[config.mk]
export PLATFORM = sky130hd
export DESIGN_NAME = fan_tacho_rps_stall_monitor
export DESIGN_NICKNAME = d
export VERILOG_FILES = /design/src/design/ftrsm_pkg.sv /design/src/design/ftrsm_ctrl.sv /design/src/design/ftrsm_datapath.sv /design/src/design/fan_tacho_rps_stall_monitor.sv
export SDC_FILE = /design/constraint.sdc
export NUM_CORES = 1
export LEC_CHECK = 0
export ABC_AREA = 1
export BUFFER_PORTS_ARGS = -buffer_cell sky130_fd_sc_hd__buf_2
export CAP_MARGIN = 10
export CORE_MARGIN = 2
export CORE_UTILIZATION = 65
export DETAILED_ROUTE_END_ITERATION = 7
export PLACE_DENSITY = 0.95
export SYNTH_ARGS = -nofsm -noshare
export SYNTH_HDL_FRONTEND = slang
export SYNTH_SLANG_ARGS = --single-unit
[constraint.sdc]
create_clock -name aclk -period 16.6 [get_ports aclk]
set_input_delay 3.32 -clock aclk [delete_from_list [all_inputs] [get_ports aclk]]
set_output_delay 3.32 -clock aclk [all_outputs]
set_load 0.02 [all_outputs]
[src/design/ftrsm_pkg.sv]
// Shared constants, types and register codes of the fan tacho monitor.
`default_nettype none
package ftrsm_pkg;

    localparam int NUM_FANS    = 6;
    localparam int TACHO_LINES = 6;
    localparam int FAN_CNT_W   = (NUM_FANS > 1) ? $clog2(NUM_FANS) : 1;

    localparam int LEVELS_W    = 6;
    localparam int COUNT_W     = 8;
    localparam int BYTE_W      = 8;
    localparam int TABLE_W     = 48;
    localparam int FAN_IDX_W   = 3;
    localparam int RPS_W       = 16;
    localparam int IN_DATA_W   = 8;
    localparam int OUT_DATA_W  = 24;
    localparam int CFG_IDX_W   = 2;

    localparam logic [CFG_IDX_W-1:0] REG_RISE_STEP = 2'd0;
    localparam logic [CFG_IDX_W-1:0] REG_STALL_THR = 2'd1;
    localparam logic [CFG_IDX_W-1:0] REG_FAN_MASK  = 2'd2;

    localparam logic KIND_SAMPLE = 1'b0;
    localparam logic KIND_TICK   = 1'b1;

    typedef enum logic [1:0] {
        ST_IDLE   = 2'b01,
        ST_REPORT = 2'b10
    } state_t;

    typedef struct packed {
        logic sample;
        logic tick_start;
        logic emit;
    } dp_cmd_t;

    typedef struct packed {
        logic fan_last;
    } dp_stat_t;

endpackage
`default_nettype wire

[src/design/ftrsm_ctrl.sv]
// Controller: input handshake, fan sweep sequencing and result valid.
`default_nettype none
module ftrsm_ctrl (
    input  wire logic              aclk,
    input  wire logic              aresetn,
    input  wire logic              s_tvalid,
    output logic                   s_tready,
    input  wire logic              s_kind,
    output logic                   m_tvalid,
    input  wire logic              m_tready,
    output ftrsm_pkg::dp_cmd_t     cmd,
    input  wire ftrsm_pkg::dp_stat_t stat,
    output ftrsm_pkg::state_t      state
);
    import ftrsm_pkg::*;

    state_t state_reg, state_next;
    logic   m_tvalid_reg, m_tvalid_next;
    logic   accept;
    logic   emit;

    assign s_tready = (state_reg == ST_IDLE);
    assign accept   = s_tvalid && s_tready;
    assign emit     = (state_reg == ST_REPORT) && (!m_tvalid_reg || m_tready);

    assign cmd.sample     = accept && (s_kind == KIND_SAMPLE);
    assign cmd.tick_start = accept && (s_kind == KIND_TICK);
    assign cmd.emit       = emit;

    always_comb begin
        state_next = state_reg;
        unique case (state_reg)
            ST_IDLE: begin
                if (accept && (s_kind == KIND_TICK)) begin
                    state_next = ST_REPORT;
                end
            end
            ST_REPORT: begin
                if (emit && stat.fan_last) begin
                    state_next = ST_IDLE;
                end
            end
            default: state_next = ST_IDLE;
        endcase
    end

    always_comb begin
        m_tvalid_next = m_tvalid_reg;
        if (emit) begin
            m_tvalid_next = 1'b1;
        end else if (m_tready) begin
            m_tvalid_next = 1'b0;
        end
    end

    always_ff @(posedge aclk) begin
        if (!aresetn) begin
            state_reg    <= ST_IDLE;
            m_tvalid_reg <= 1'b0;
        end else begin
            state_reg    <= state_next;
            m_tvalid_reg <= m_tvalid_next;
        end
    end

    assign m_tvalid = m_tvalid_reg;
    assign state    = state_reg;

endmodule
`default_nettype wire

[src/design/ftrsm_datapath.sv]
// Datapath: config registers, edge counters, rps multiply and result register.
`default_nettype none
module ftrsm_datapath (
    input  wire logic                              aclk,
    input  wire logic                              aresetn,
    input  wire logic                              cfg_valid,
    input  wire logic [ftrsm_pkg::CFG_IDX_W-1:0]   cfg_index,
    input  wire logic [ftrsm_pkg::TABLE_W-1:0]     cfg_data,
    input  wire logic [ftrsm_pkg::LEVELS_W-1:0]    levels,
    input  wire ftrsm_pkg::dp_cmd_t                cmd,
    output ftrsm_pkg::dp_stat_t                    stat,
    output logic [ftrsm_pkg::OUT_DATA_W-1:0]       m_tdata,
    output logic                                   m_tlast
);
    import ftrsm_pkg::*;

    logic [TABLE_W-1:0]   step_tbl_reg;
    logic [TABLE_W-1:0]   thr_tbl_reg;
    logic [LEVELS_W-1:0]  mask_reg;
    logic [LEVELS_W-1:0]  prev_levels_reg;
    logic [COUNT_W-1:0]   count_reg [NUM_FANS];
    logic [FAN_CNT_W-1:0] fan_idx_reg;
    logic [LEVELS_W-1:0]  rises;

    logic [BYTE_W-1:0]    step_sel;
    logic [BYTE_W-1:0]    thr_sel;
    logic                 has_tacho;
    logic [RPS_W-1:0]     product;
    logic [RPS_W-1:0]     rps;
    logic                 stalled;
    logic                 fan_last;

    logic [FAN_IDX_W-1:0] out_idx_reg;
    logic [RPS_W-1:0]     out_rps_reg;
    logic                 out_stalled_reg;
    logic                 out_last_reg;

    always_ff @(posedge aclk) begin
        if (!aresetn) begin
            step_tbl_reg <= '0;
            thr_tbl_reg  <= '0;
            mask_reg     <= '0;
        end else if (cfg_valid) begin
            unique case (cfg_index)
                REG_RISE_STEP: step_tbl_reg <= cfg_data;
                REG_STALL_THR: thr_tbl_reg  <= cfg_data;
                REG_FAN_MASK:  mask_reg     <= cfg_data[LEVELS_W-1:0];
                default: ;
            endcase
        end
    end

    assign rises    = levels & ~prev_levels_reg;
    assign fan_last = (fan_idx_reg == FAN_CNT_W'(NUM_FANS - 1));
    assign stat.fan_last = fan_last;

    always_comb begin
        step_sel  = '0;
        thr_sel   = '0;
        has_tacho = 1'b0;
        for (int j = 0; j < TACHO_LINES; j++) begin
            if (32'(fan_idx_reg) == j) begin
                step_sel  = step_tbl_reg[BYTE_W*j +: BYTE_W];
                thr_sel   = thr_tbl_reg[BYTE_W*j +: BYTE_W];
                has_tacho = mask_reg[j];
            end
        end
    end

    assign product = RPS_W'(count_reg[fan_idx_reg]) * RPS_W'(step_sel);
    assign rps     = has_tacho ? product : '0;
    assign stalled = has_tacho && (thr_sel != '0) && (product[RPS_W-1:BYTE_W] < thr_sel);

    always_ff @(posedge aclk) begin
        if (!aresetn) begin
            prev_levels_reg <= '0;
            fan_idx_reg     <= '0;
            for (int i = 0; i < NUM_FANS; i++) begin
                count_reg[i] <= '0;
            end
        end else begin
            if (cmd.sample) begin
                prev_levels_reg <= levels;
                for (int i = 0; i < NUM_FANS; i++) begin
                    if (i < TACHO_LINES && rises[i % LEVELS_W]) begin
                        count_reg[i] <= count_reg[i] + COUNT_W'(1);
                    end
                end
            end
            if (cmd.tick_start) begin
                fan_idx_reg <= '0;
            end else if (cmd.emit) begin
                count_reg[fan_idx_reg] <= '0;
                fan_idx_reg <= fan_last ? '0 : fan_idx_reg + FAN_CNT_W'(1);
            end
        end
    end

    always_ff @(posedge aclk) begin
        if (cmd.emit) begin
            out_idx_reg     <= FAN_IDX_W'(fan_idx_reg);
            out_rps_reg     <= rps;
            out_stalled_reg <= stalled;
            out_last_reg    <= fan_last;
        end
    end

    assign m_tdata = {{(OUT_DATA_W - FAN_IDX_W - RPS_W - 1){1'b0}},
                      out_stalled_reg, out_rps_reg, out_idx_reg};
    assign m_tlast = out_last_reg;

endmodule
`default_nettype wire

[src/design/fan_tacho_rps_stall_monitor.sv]
// Six fan tacho monitor: counts rising edges per fan and reports rps and stall on each
// tick. A sample beat leaves the block idle, so it is ready again on the next cycle.
// A tick beat starts a sweep that produces one result beat per fan, fan 0 first, one
// per cycle while the master side is ready; the sweep shares a single 8x8 multiplier
// and the input side is held off until the last fan's result is in the output register.
`default_nettype none
module fan_tacho_rps_stall_monitor (
    input  wire logic        aclk,
    input  wire logic        aresetn,
    input  wire logic        s_tvalid,
    output logic             s_tready,
    input  wire logic [7:0]  s_tdata,   // [5:0] tacho_levels, [7:6] zero
    input  wire logic        s_tuser,   // [0] kind
    output logic             m_tvalid,
    input  wire logic        m_tready,
    output logic [23:0]      m_tdata,   // [2:0] fan_index, [18:3] fan_rps, [19] fan_stalled
    output logic             m_tlast,
    input  wire logic        cfg_valid,
    output logic             cfg_ready,
    input  wire logic [1:0]  cfg_index,
    input  wire logic [47:0] cfg_data
);
    import ftrsm_pkg::*;

    dp_cmd_t  cmd;
    dp_stat_t stat;
    state_t   state;

    assign cfg_ready = 1'b1;

    ftrsm_ctrl u_ctrl (
        .aclk     (aclk),
        .aresetn  (aresetn),
        .s_tvalid (s_tvalid),
        .s_tready (s_tready),
        .s_kind   (s_tuser),
        .m_tvalid (m_tvalid),
        .m_tready (m_tready),
        .cmd      (cmd),
        .stat     (stat),
        .state    (state)
    );

    ftrsm_datapath u_datapath (
        .aclk      (aclk),
        .aresetn   (aresetn),
        .cfg_valid (cfg_valid && cfg_ready),
        .cfg_index (cfg_index),
        .cfg_data  (cfg_data),
        .levels    (s_tdata[LEVELS_W-1:0]),
        .cmd       (cmd),
        .stat      (stat),
        .m_tdata   (m_tdata),
        .m_tlast   (m_tlast)
    );

    a_no_input_during_sweep: assert property (@(posedge aclk) disable iff (!aresetn)
        (state == ST_REPORT) |-> !s_tready)
        else $error("input accepted during fan sweep");

    a_emit_needs_room: assert property (@(posedge aclk) disable iff (!aresetn)
        cmd.emit |-> (!m_tvalid || m_tready))
        else $error("result register overwritten");

    a_last_on_final_fan: assert property (@(posedge aclk) disable iff (!aresetn)
        (m_tvalid && m_tlast) |-> (m_tdata[2:0] == 3'(NUM_FANS - 1)))
        else $error("last flag on wrong fan");

    a_fan_index_range: assert property (@(posedge aclk) disable iff (!aresetn)
        m_tvalid |-> (m_tdata[2:0] <= 3'(NUM_FANS - 1)))
        else $error("fan index out of range");

endmodule
`default_nettype wire
Word level (Yosys, flattened, before mapping). Memory sizes are Yosys's and may differ from the RTL's. A register that Yosys moved wholly into a read port is not among the register bits. Index checks and enable logic that the tools add are counted.

Flip-flop bits (word level): 135. Word-level logic and storage cells: 125. Output and inout bits: 28. Memory bits (writable): 48. Memories kept: 1.

Memories: u_datapath.count_reg (words 6, bits a word 8, rd ports 7, clocked after Yosys merged registers in 1, write ports 6, line ftrsm_datapath.sv:21) `logic [COUNT_W-1:0] count_reg [NUM_FANS];`.

Add/sub/neg operators: 7. Order comparisons: 1. Bitwise logic cells: 10. Equal/unequal tests: 11. Muxes and demuxes: 64. $mul: 1. Reduce and logical (&&, ||, !) cells: 19.

Operators by type and width (count): 2-to-1 mux 8 bit (19); adder 8 x 1 -> 8 bit (second input constant) (6); 2-to-1 mux 1 bit (38); multiplier 8 x 8 -> 16 bit (1); 2-to-1 mux 3 bit (4); less-than comparator 8 bit (1); AND reduction 2 bit (4); nonzero test 8 bit (1); OR reduction 8 bit (1); logical AND 1 bit (7); bitwise AND 6 bit (1); == test 3 x 2 -> 1 bit (second input constant) (2); == test 3 bit (second input constant) (2); inverter 6 bit (1); bitwise OR 1 bit (6); == test 2 x 1 -> 1 bit (second input constant) (2); == test 2 bit (second input constant) (2); 2-to-1 mux 2 bit (2); != test 2 bit (second input constant) (2); one-hot mux 2 bit (2 select lines) (1); adder 3 x 1 -> 3 bit (second input constant) (1); == test 3 x 1 -> 1 bit (second input constant) (1); logical NOT 3 bit (1); logical NOT 2 bit (1); other kinds (5) (6).

Logic depth before layout (Yosys ltp). Gate-level depths: netlist (run 1).

Depth after elaboration: 10. Mapped depth: 37. Mapped depth without buffers: 34.

Modules after synthesis. From an unflattened synthesis (run 1), not the netlist that was laid out.

Cells, all modules: 1447. Area, all modules: 10722.8 sq um.

Modules (own cells, without submodules): ftrsm_datapath (sequential area each 3873.7 sq um, area an instance 10557.6 sq um, times used 1, cells each 1422); ftrsm_ctrl (sequential area each 60.1 sq um, area an instance 153.9 sq um, times used 1, cells each 23); fan_tacho_rps_stall_monitor (sequential area each 0.0 sq um, area an instance 11.3 sq um, times used 1, cells each 2).

Worst setup path after synthesis (run 1). OpenSTA, ideal clock, no wires.

Kind: register to register. Start point: register u_datapath.fan_idx_reg[0]. End point: register u_datapath.out_stalled_reg (data pin). Period minus slack after synthesis: 6.206 ns. Path slack: 10.394 ns. Arrival: 5.947 ns. Stages on the path, launching flop included: 34. Cells stage by stage: dfxtp_1 -> buf_2 -> clkbuf_1 -> nand2_1 -> inv_1 -> ha_1 -> buf_2 -> inv_1 -> clkbuf_1 -> nand3_1 -> o211ai_1 -> nand3_1 -> inv_2 -> or2_2 -> fa_1 -> fa_1 -> inv_1 -> fa_1 -> inv_1 -> fa_1 -> inv_1 -> ha_1 -> nand2_1 -> nor2_1 -> a21oi_1 -> o21ai_0 -> xor2_1 -> inv_1 -> ha_1 -> a21oi_1 -> o31ai_1 -> a21oi_1 -> nand2_1 -> a21oi_1.

Longest elaborated chain between the ends: 10. Elaborated cells between the ends (all ways): 29. Classes of those cells: 1 x mul; 1 x order compare; 5 x eq/ne; 18 x mux; 4 x reduce/logical.

RTL lines: start, declared (line ftrsm_datapath.sv:22) `logic [FAN_CNT_W-1:0] fan_idx_reg;`; start signal, assigned (line ftrsm_datapath.sv:94) `fan_idx_reg <= fan_last ? '0 : fan_idx_reg + FAN_CNT_W'(1);`; logical NOT 3 bit (line ftrsm_datapath.sv:62) `if (32'(fan_idx_reg) == j) begin`; 2-to-1 mux 8 bit (5 in a row) (line ftrsm_datapath.sv:62); 2-to-1 mux 8 bit * (line ftrsm_datapath.sv:62); multiplier 8 x 8 -> 16 bit * (line ftrsm_datapath.sv:70) `assign product = RPS_W'(count_reg[fan_idx_reg]) * RPS_W'(step_sel);`; via u_datapath.product[13] (line ftrsm_datapath.sv:28) `logic [RPS_W-1:0] product;`; less-than comparator 8 bit * (line ftrsm_datapath.sv:72) `assign stalled = has_tacho && (thr_sel != '0) && (product[RPS_W-1:BYTE_W] < thr_sel);`; logical AND 1 bit * (line ftrsm_datapath.sv:72); via u_datapath.stalled (line ftrsm_datapath.sv:30) `logic stalled;`; end signal, assigned (line ftrsm_datapath.sv:103) `out_stalled_reg <= stalled;`; end, declared (line ftrsm_datapath.sv:35) `logic out_stalled_reg;`.

Mark *: on every way through the listed nets, which the timed path passes. The rest lies on a longest branch. A chain may end at the register's enable or synchronous reset.

Worst setup path in the final report (run 1). Ends and elaborated chain as after synthesis.

==> results of run 1 <==
## critical path, cell delays in order, from the launching register on
cell and delay, ns:
dfxtp_1 0.88, nand2_1 0.13, inv_1 0.09, ha_1 0.62, inv_1 0.47, o211ai_1 0.39
nand2_1 0.20, inv_2 0.19, nor2_1 0.08, fa_1 0.49, fa_1 0.52, fa_1 0.56
inv_1 0.06, fa_1 0.53, inv_1 0.04, ha_1 0.38, a21oi_1 0.09, o21ai_0 0.25
a21oi_1 0.11, o21ai_0 0.25, xor2_1 0.22, inv_1 0.07, ha_1 0.30, a21oi_1 0.06
o31ai_1 0.23, a21oi_1 0.06, nand2_1 0.07, a21oi_1 0.04
## synthesized netlist by cell type (7+ instances only)
library cell | count | area [um2]
nor2_1 | 245 | 920
inv_1 | 212 | 796
nand2_1 | 212 | 796
dfxtp_1 | 165 | 3300
o21ai_0 | 144 | 721
a21oi_1 | 129 | 646
ha_1 | 50 | 626
nand3_1 | 42 | 210
clkbuf_1 | 39 | 146
fa_1 | 36 | 721
edfxtp_1 | 21 | 631
nor3_1 | 19 | 95.1
inv_2 | 10 | 37.5
xor2_1 | 10 | 87.6
buf_2 | 9 | 45.0
nor3b_1 | 9 | 67.6
o211ai_1 | 9 | 67.6
a31oi_1 | 8 | 50.1
a32oi_1 | 8 | 70.1
buf_4 | 8 | 60.1
nand4_1 | 7 | 43.8
## routing by layer
| metal | track usage, % | vias up | share of wire [%] |
|---|---|---|---|
| met5 | 0 | - | 0 |
| met4 | 16.7 | 0 | 4.5 |
| met3 | 6.61 | 126 | 8.7 |
| met2 | 54.6 | 554 | 48 |
| met1 | 38.1 | 4631 | 38 |
| li1 | - | 4828 | - |
## how the worst max path moves through the flow
| stage | from | to |
|---|---|---|
| floorplan | u_datapath.fan_idx_reg[0] | u_datapath.out_stalled_reg |
| global placement | u_datapath.fan_idx_reg[0] | u_datapath.out_stalled_reg |
| detailed placement | u_datapath.fan_idx_reg[0] | u_datapath.out_stalled_reg |
| CTS | u_datapath.fan_idx_reg[0] | u_datapath.out_stalled_reg |
| global route | u_datapath.fan_idx_reg[0] | u_datapath.out_stalled_reg |
| finish | u_datapath.fan_idx_reg[0] | u_datapath.out_stalled_reg |
## cell type report
cell class / instances / area (um2)
multi-input combinational: 1000 / 5660
timing repair buffer: 89 / 458
inverter: 223 / 838
clock inverter: 14 / 176
fill: 1163 / 4210
tap: 216 / 270
clock buffer: 18 / 450
sequential: 186 / 3930
## cells by family after synthesis
kind of cell	share of synthesized area (%)
AOI/OAI and AO/OA	17.3
xor gates and xnor gates	0.819
adders and majority gates	12.6
buffers and inverters	10.4
DFF	36.8
other	0.0702
and+or+nand+nor	22.0
## per-stage QoR
stage          setup WS, ns  instance area, um2  std cells  power, uW  hold WS [ns]
2_1_floorplan         10.39               10700       1468        529         0.403
3_3_place_gp           9.27               11200       1714        550         0.429
3_5_place_dp           9.13               11200       1714        553         0.435
4_1_cts                9.10               11800       1746        970         0.446
5_1_grt                8.45               11800       1746        999         0.471
6_report               8.96               11800       1746        972         0.448
## power groups by stage
| stage | clock (uW) | sequential, uW | combinational [uW] |
|---|---|---|---|
| CTS | 426 | 476 | 67.7 |
| global placement | 0 | 485 | 64.6 |
| detailed placement | 0 | 486 | 66.6 |
| floorplan | 0 | 484 | 44.8 |
| global route | 444 | 478 | 76.9 |
| finish | 426 | 476 | 69.4 |
==> reports/results.txt, run 1 <==
The number of synthesized flops with an enable pin is 21, and the fraction of layout instances using a drive strength above 1 is 10.1%. Cell internal power was estimated by the tool at 715 uW. The root buffer cell chosen for the clock tree is clkbuf_16. Max-cap violations in this run came to 0. The number of optimization iterations in the first detailed-route pass is 8, and the area growth from synthesis to layout is 10.3%. After floorplanning, the core was divided into 46 placement rows. The final layout contains routed wiring with a total length of 27600 um. The number of DRC violations after detailed routing is 0, and the total standard cell area after synthesis is 0.0107 mm2.

Among all flip-flop cells after synthesis, the most frequent one is dfxtp_1. For this run, the register share of the synthesized area comes to 36.8%. The reg2reg setup slack was 8.96 ns. For this block, the initial DRC count from the detailed router was 1184.

During synthesis, Yosys emitted a total of 0 warnings. At the end of routability-driven placement, the weighted congestion stood at 0.910. The die outline height is 132 um. In this run the remaining antenna-violating nets after routing total 0. Leaving out fill and tap cells, the most frequent cell in the layout is nor2_1. The later pin in the worst-skew pair is clocked with a latency of 0.45 ns. The smallest clock period supported by the final layout is computed as 7.64 ns.

After clock tree synthesis, the setup repair step added 0 buffers. The maximum fanout along the worst path is 18, and the static leakage power is 0.00519 uW. The switching power is 257 uW, and the flip-flop and latch count after synthesis is 186. The via count of the first global-routing pass was 9848.

The proportion of power drawn by flip-flops and latches was 49.0%. After clock tree synthesis, the flow added hold-fix buffers numbering 0. The HPWL after detailed placement is 19200 um. The H-tree generated during clock tree synthesis spans 4 levels. The endpoint identified for the worst register-to-register timing path is u_datapath.out_stalled_reg.

The startpoint identified for the worst hold timing path is u_datapath.thr_tbl_reg[25]. The die covers 0.0175 mm2. After synthesis, the share of flip-flops with an asynchronous set or reset is 0%. Synthesis produced a netlist whose cell count is 1465. The tools report the capturing element type of the critical path as a register. By startpoint and endpoint, the worst setup path is classified as register to register. The final count of pins violating max slew was 0; the slew at the pin closest to its max-slew limit was 0.975 ns.

Post-route core utilization: 73.7%. In the layout the commonest cells are 245 x nor2_1, 212 x nand2_1, 211 x inv_1. The number of instances on the worst hold path is 2.

For the worst setup path, the data arrival time is 7.84 ns. The number of nets at the end of the flow is 1667. The wire length of the first global-routing pass was 45400 um. The power density over the cells was 82.4 mW/mm2; the worst slew margin relative to its limit was 34.7%. The tools report the beginning of the worst register-to-register path as u_datapath.fan_idx_reg[0]. The tools report the I/O pin total as 92. The flow ran to the end, and the final reports show no timing, DRC or antenna violations. Entering global routing, the biggest net connects 109 pins. The count of distinct cell types in the synthesized netlist was 49; the sum of negative setup slack was 0 ns. The run gives 0 as the final count of negative-setup-slack endpoints. The count of input and output buffers was 84. Global routing finished with a remaining overflow of 0.

The number of cell instances on the worst register-to-register path was 27. Clock-pin slew was measured on the worst setup and hold paths at 0.07 ns. The detailed router placed 10100 vias in this run. The logs give 32.0% for the all-layer global routing usage and 0 for the final hold violation count. The portion of the clock cycle consumed by the worst path in the final layout was 46.0%. Counting every sink on the clock net gives 186. For this configuration, the core starts out at a cell density of 66.8%. The tools report the required time at the worst-slack endpoint as 16.80 ns.

The worst-case IR drop observed on VDD is 0.0000733 V. In this run the horizontal extent of the chip is 132 um. The mean instance size in the synthesized netlist works out to 7.30 um2. For the fmax, the log shows 131 MHz. In the final routed layout, each cell accounts on average for 15.8 um. The share of total power dissipated in combinational logic is 7.1%.

The switching share of total power is 26.5%, and the clock tree buffer depth is 2. Gates resized during post-CTS repair numbered 0. The count of inserted antenna diode cells is 0. The worst hold path endpoint is u_datapath.thr_tbl_reg[25]. For the core footprint, the log shows 0.0160 mm2. TritonCTS built the clock tree. The clock network accounts for 43.9% of the total power. TritonCTS created 17 clock buffers. The worst setup path is launched from a register.

The via density per instance was 5.81. The initial antenna violation count was 0; the worst setup skew after layout was 0.0104 ns. The worst hold path belongs to the class register to register. Setup repair after global routing left no endpoint under its margin.
(Power assumes the default switching activity.)
==> run 2, diff against run 1 <==
--- a/config.mk
+++ b/config.mk
@@ -9,9 +9,9 @@
 export BUFFER_PORTS_ARGS = -buffer_cell sky130_fd_sc_hd__buf_2
 export CAP_MARGIN = 10
 export CORE_MARGIN = 2
-export CORE_UTILIZATION = 65
+export CORE_UTILIZATION = 55
 export DETAILED_ROUTE_END_ITERATION = 7
-export PLACE_DENSITY = 0.95
+export PLACE_DENSITY = 0.86
 export SYNTH_ARGS = -nofsm -noshare
 export SYNTH_HDL_FRONTEND = slang
 export SYNTH_SLANG_ARGS = --single-unit
==> constraint.sdc (replaced) <==
create_clock -name aclk -period 6.7 [get_ports aclk]
set_input_delay 1.34 -clock aclk [delete_from_list [all_inputs] [get_ports aclk]]
set_output_delay 1.34 -clock aclk [all_outputs]
set_load 0.02 [all_outputs]
==> reports/results.txt, run 2 (synthesis results as in run 1) <==
The flow ran to the end, and the final reports show no timing, DRC or antenna violations. In the global route stage, overall resource usage came out at 26.7%. The clock transition at the registers of the reported paths came out at 0.07 ns.

In the routed design, unresolved DRC markers number 0. Summed over all cells, the static leakage comes to 0.00528 uW. The tools report the final count of pins violating max slew as 0. VDD sags by at most 0.000185 V. Clock share of power: 42.4%.

The die covers 0.0206 mm2. The number of nets at the end of the flow is 1691. STA classifies the critical path endpoint as a register. The post-place setup slack came out at 0.250 ns. The endpoint of the worst-slack reg-to-reg timing path is u_datapath.out_stalled_reg.

The tools report the root buffer selected by CTS as clkbuf_16. The via density per instance was 5.44; the final count of negative-setup-slack endpoints was 0. The largest stage delay on the critical path is 0.56 ns, and the placer's final routability congestion estimate is 0.933. TritonCTS built the clock tree.

Entering global routing, the biggest net connects 97 pins. The worst setup skew after layout is 0.0113 ns. Derived from the worst setup path, the maximum achievable clock frequency is 155 MHz. The most common cell type on the critical path is a21oi_1. For the number of clock buffers inserted by TritonCTS, the log shows 17. The tools report the required time at the worst-slack endpoint as 6.89 ns. The core region is 0.0189 mm2.

Across all layers, the routed design uses 9863 vias. The minimum clock period after layout was 6.44 ns. The library cell used most frequently in the layout, excluding fill and tap cells, is nor2_1. The initial core utilization was 56.6%. The clock tree buffer depth was 2.

Tracing the worst setup path back leads to its startpoint at u_datapath.fan_idx_reg[2]. For the final hold violation count, the log shows 0. Sequential cells burn 50.3% of the power. The cell at the slowest stage of the critical path was fa_1.

The worst hold path belongs to the class register to register. The first TritonRoute pass finished after 8 iterations. The tree built by TritonCTS fans out to 186 sinks. The internal portion of the total power is 1760 uW. In the finished design, the share of the clock period the worst path needs comes to 96.1%. At the worst endpoint, the arrival time is 6.63 ns. In this run the power spent charging and discharging nets is 584 uW. The number of cell instances on the worst register-to-register path came out at 29. For the pin with the worst max-slew slack, the measured transition is 0.858 ns. Initial antenna violation count: 0. The number of max-cap violations is 0. Cells with a size suffix above 1 make up 12.0% of the layout. Count of hold buffers inserted by post-cts repair: 0. In the layout the commonest cells are 243 x nor2_1, 211 x nand2_1, 210 x inv_1. Once detail routing completed, the nets flagged for antenna violations numbered 0. Power spread over the standard cell area amounts to 195 mW/mm2. Cells fill 63.6% of the core in the end. The count of input and output buffers was 84; the final HPWL from detailed placement was 19500 um.

The via count of the first global-routing pass came out at 9335. Measured against its own limit, the worst slew margin works out to 42.3%. The number of antenna diodes in the final layout is 0. For this run the aggregate overflow at the end of global routing stands at 0.

92 I/O pins were placed. Wire length reported by the detailed router: 27200 um. The logs give 50 for the number of placement rows and 4 for the deepest level of the CTS H-tree. The maximum fanout along the worst path is 9, and the sum of negative setup slack is 0 ns. After layout, the worst setup slack is 0.261 ns. The wire length per cell after detailed routing works out to 15.0 um. The clock reaches the later pin of the worst-skew pair after 0.44 ns. The run gives 877 as the initial DRC count. The critical path ends at u_datapath.out_stalled_reg. The floorplan die width is 143 um, and the switching share of total power is 24.9%. Setup slack on the worst reg-to-reg path comes out at 0.26 ns. The startpoint-to-endpoint class of the critical path is register to register. The area growth from synthesis to layout is 12.4%. The first global-routing pass estimated 43800 um of wire.

In this run, the combinational gates consume 7.4% of the power. STA classifies the critical path startpoint as a register. The startpoint identified for the worst register-to-register timing path is u_datapath.fan_idx_reg[2]. From bottom edge to top edge, the die measures 143 um.
## run 2: cell count changes in the layout (fill, tap and decap cells not counted), moves of 3 or more
cell	previous run	this run
o21ai_0	144	141
clkinv_2	1	4
clkinv_8	4	0
o21ai_1	6	9
buf_4	5	27
## run 2: worst min path at each step
stage	from	end	slack, ns	cells after the start
2_1_floorplan	u_datapath.fan_idx_reg[0]	u_datapath.out_idx_reg[0]	0.40	0
3_3_place_gp	u_datapath.thr_tbl_reg[25]	u_datapath.thr_tbl_reg[25]	0.43	2
3_5_place_dp	u_datapath.thr_tbl_reg[26]	u_datapath.thr_tbl_reg[26]	0.43	2
4_1_cts	u_datapath.thr_tbl_reg[25]	u_datapath.thr_tbl_reg[25]	0.45	2
5_1_grt	u_datapath.thr_tbl_reg[27]	u_datapath.thr_tbl_reg[27]	0.46	2
6_report	u_datapath.thr_tbl_reg[25]	u_datapath.thr_tbl_reg[25]	0.45	2
## run 2: critical path, delay by kind of cell, from the launching register on
kind                     cells  cell delay (ns)
AO/OA/AOI/OAI               10             1.49
XOR/XNOR                     1             0.20
adder cells (fa/ha/maj)      6             2.82
buffers and inverters        6             0.63
flip-flops                   1             0.41
AND/OR/NAND/NOR              6             0.62
## run 2: final cells by class
type	instances	area (um2)
fillers	1609	6880
clock inverters	11	105
multi-input cells	1000	5700
flip-flops and latches	186	3940
repair buffers	113	639
inverters	223	842
well taps	260	325
clock buffers	20	468
## run 2: repair_timing
action	4_1_cts	5_1_grt
resized for setup	0	14
setup buffers	0	4
setup endpoints to repair	0	1
## run 2: metal layers
| metal | global-route usage [%] | share of wire, % | vias to the layer above |
|---|---|---|---|
| li1 | - | - | 4864 |
| met1 | 32.8 | 41 | 4532 |
| met2 | 46.7 | 49 | 394 |
| met3 | 4.63 | 6.9 | 73 |
| met4 | 10.5 | 3.4 | 0 |
| met5 | 0 | 0 | - |
## run 2: power groups by stage
stage          registers (uW)  clock network, uW  logic [uW]
2_1_floorplan            1200                  0         111
3_3_place_gp             1200                  0         163
3_5_place_dp             1200                  0         168
4_1_cts                  1180               1000         169
5_1_grt                  1180               1040         193
6_report                 1180                994         173
## run 2: through the flow
step	hold WS, ns	total power, uW	area, um2	cells
6_report	0.445	2350	12000	1813
5_1_grt	0.463	2410	12000	1813
4_1_cts	0.445	2350	11900	1809
3_5_place_dp	0.434	1370	11400	1778
3_3_place_gp	0.429	1370	11400	1778
2_1_floorplan	0.403	1310	10700	1468
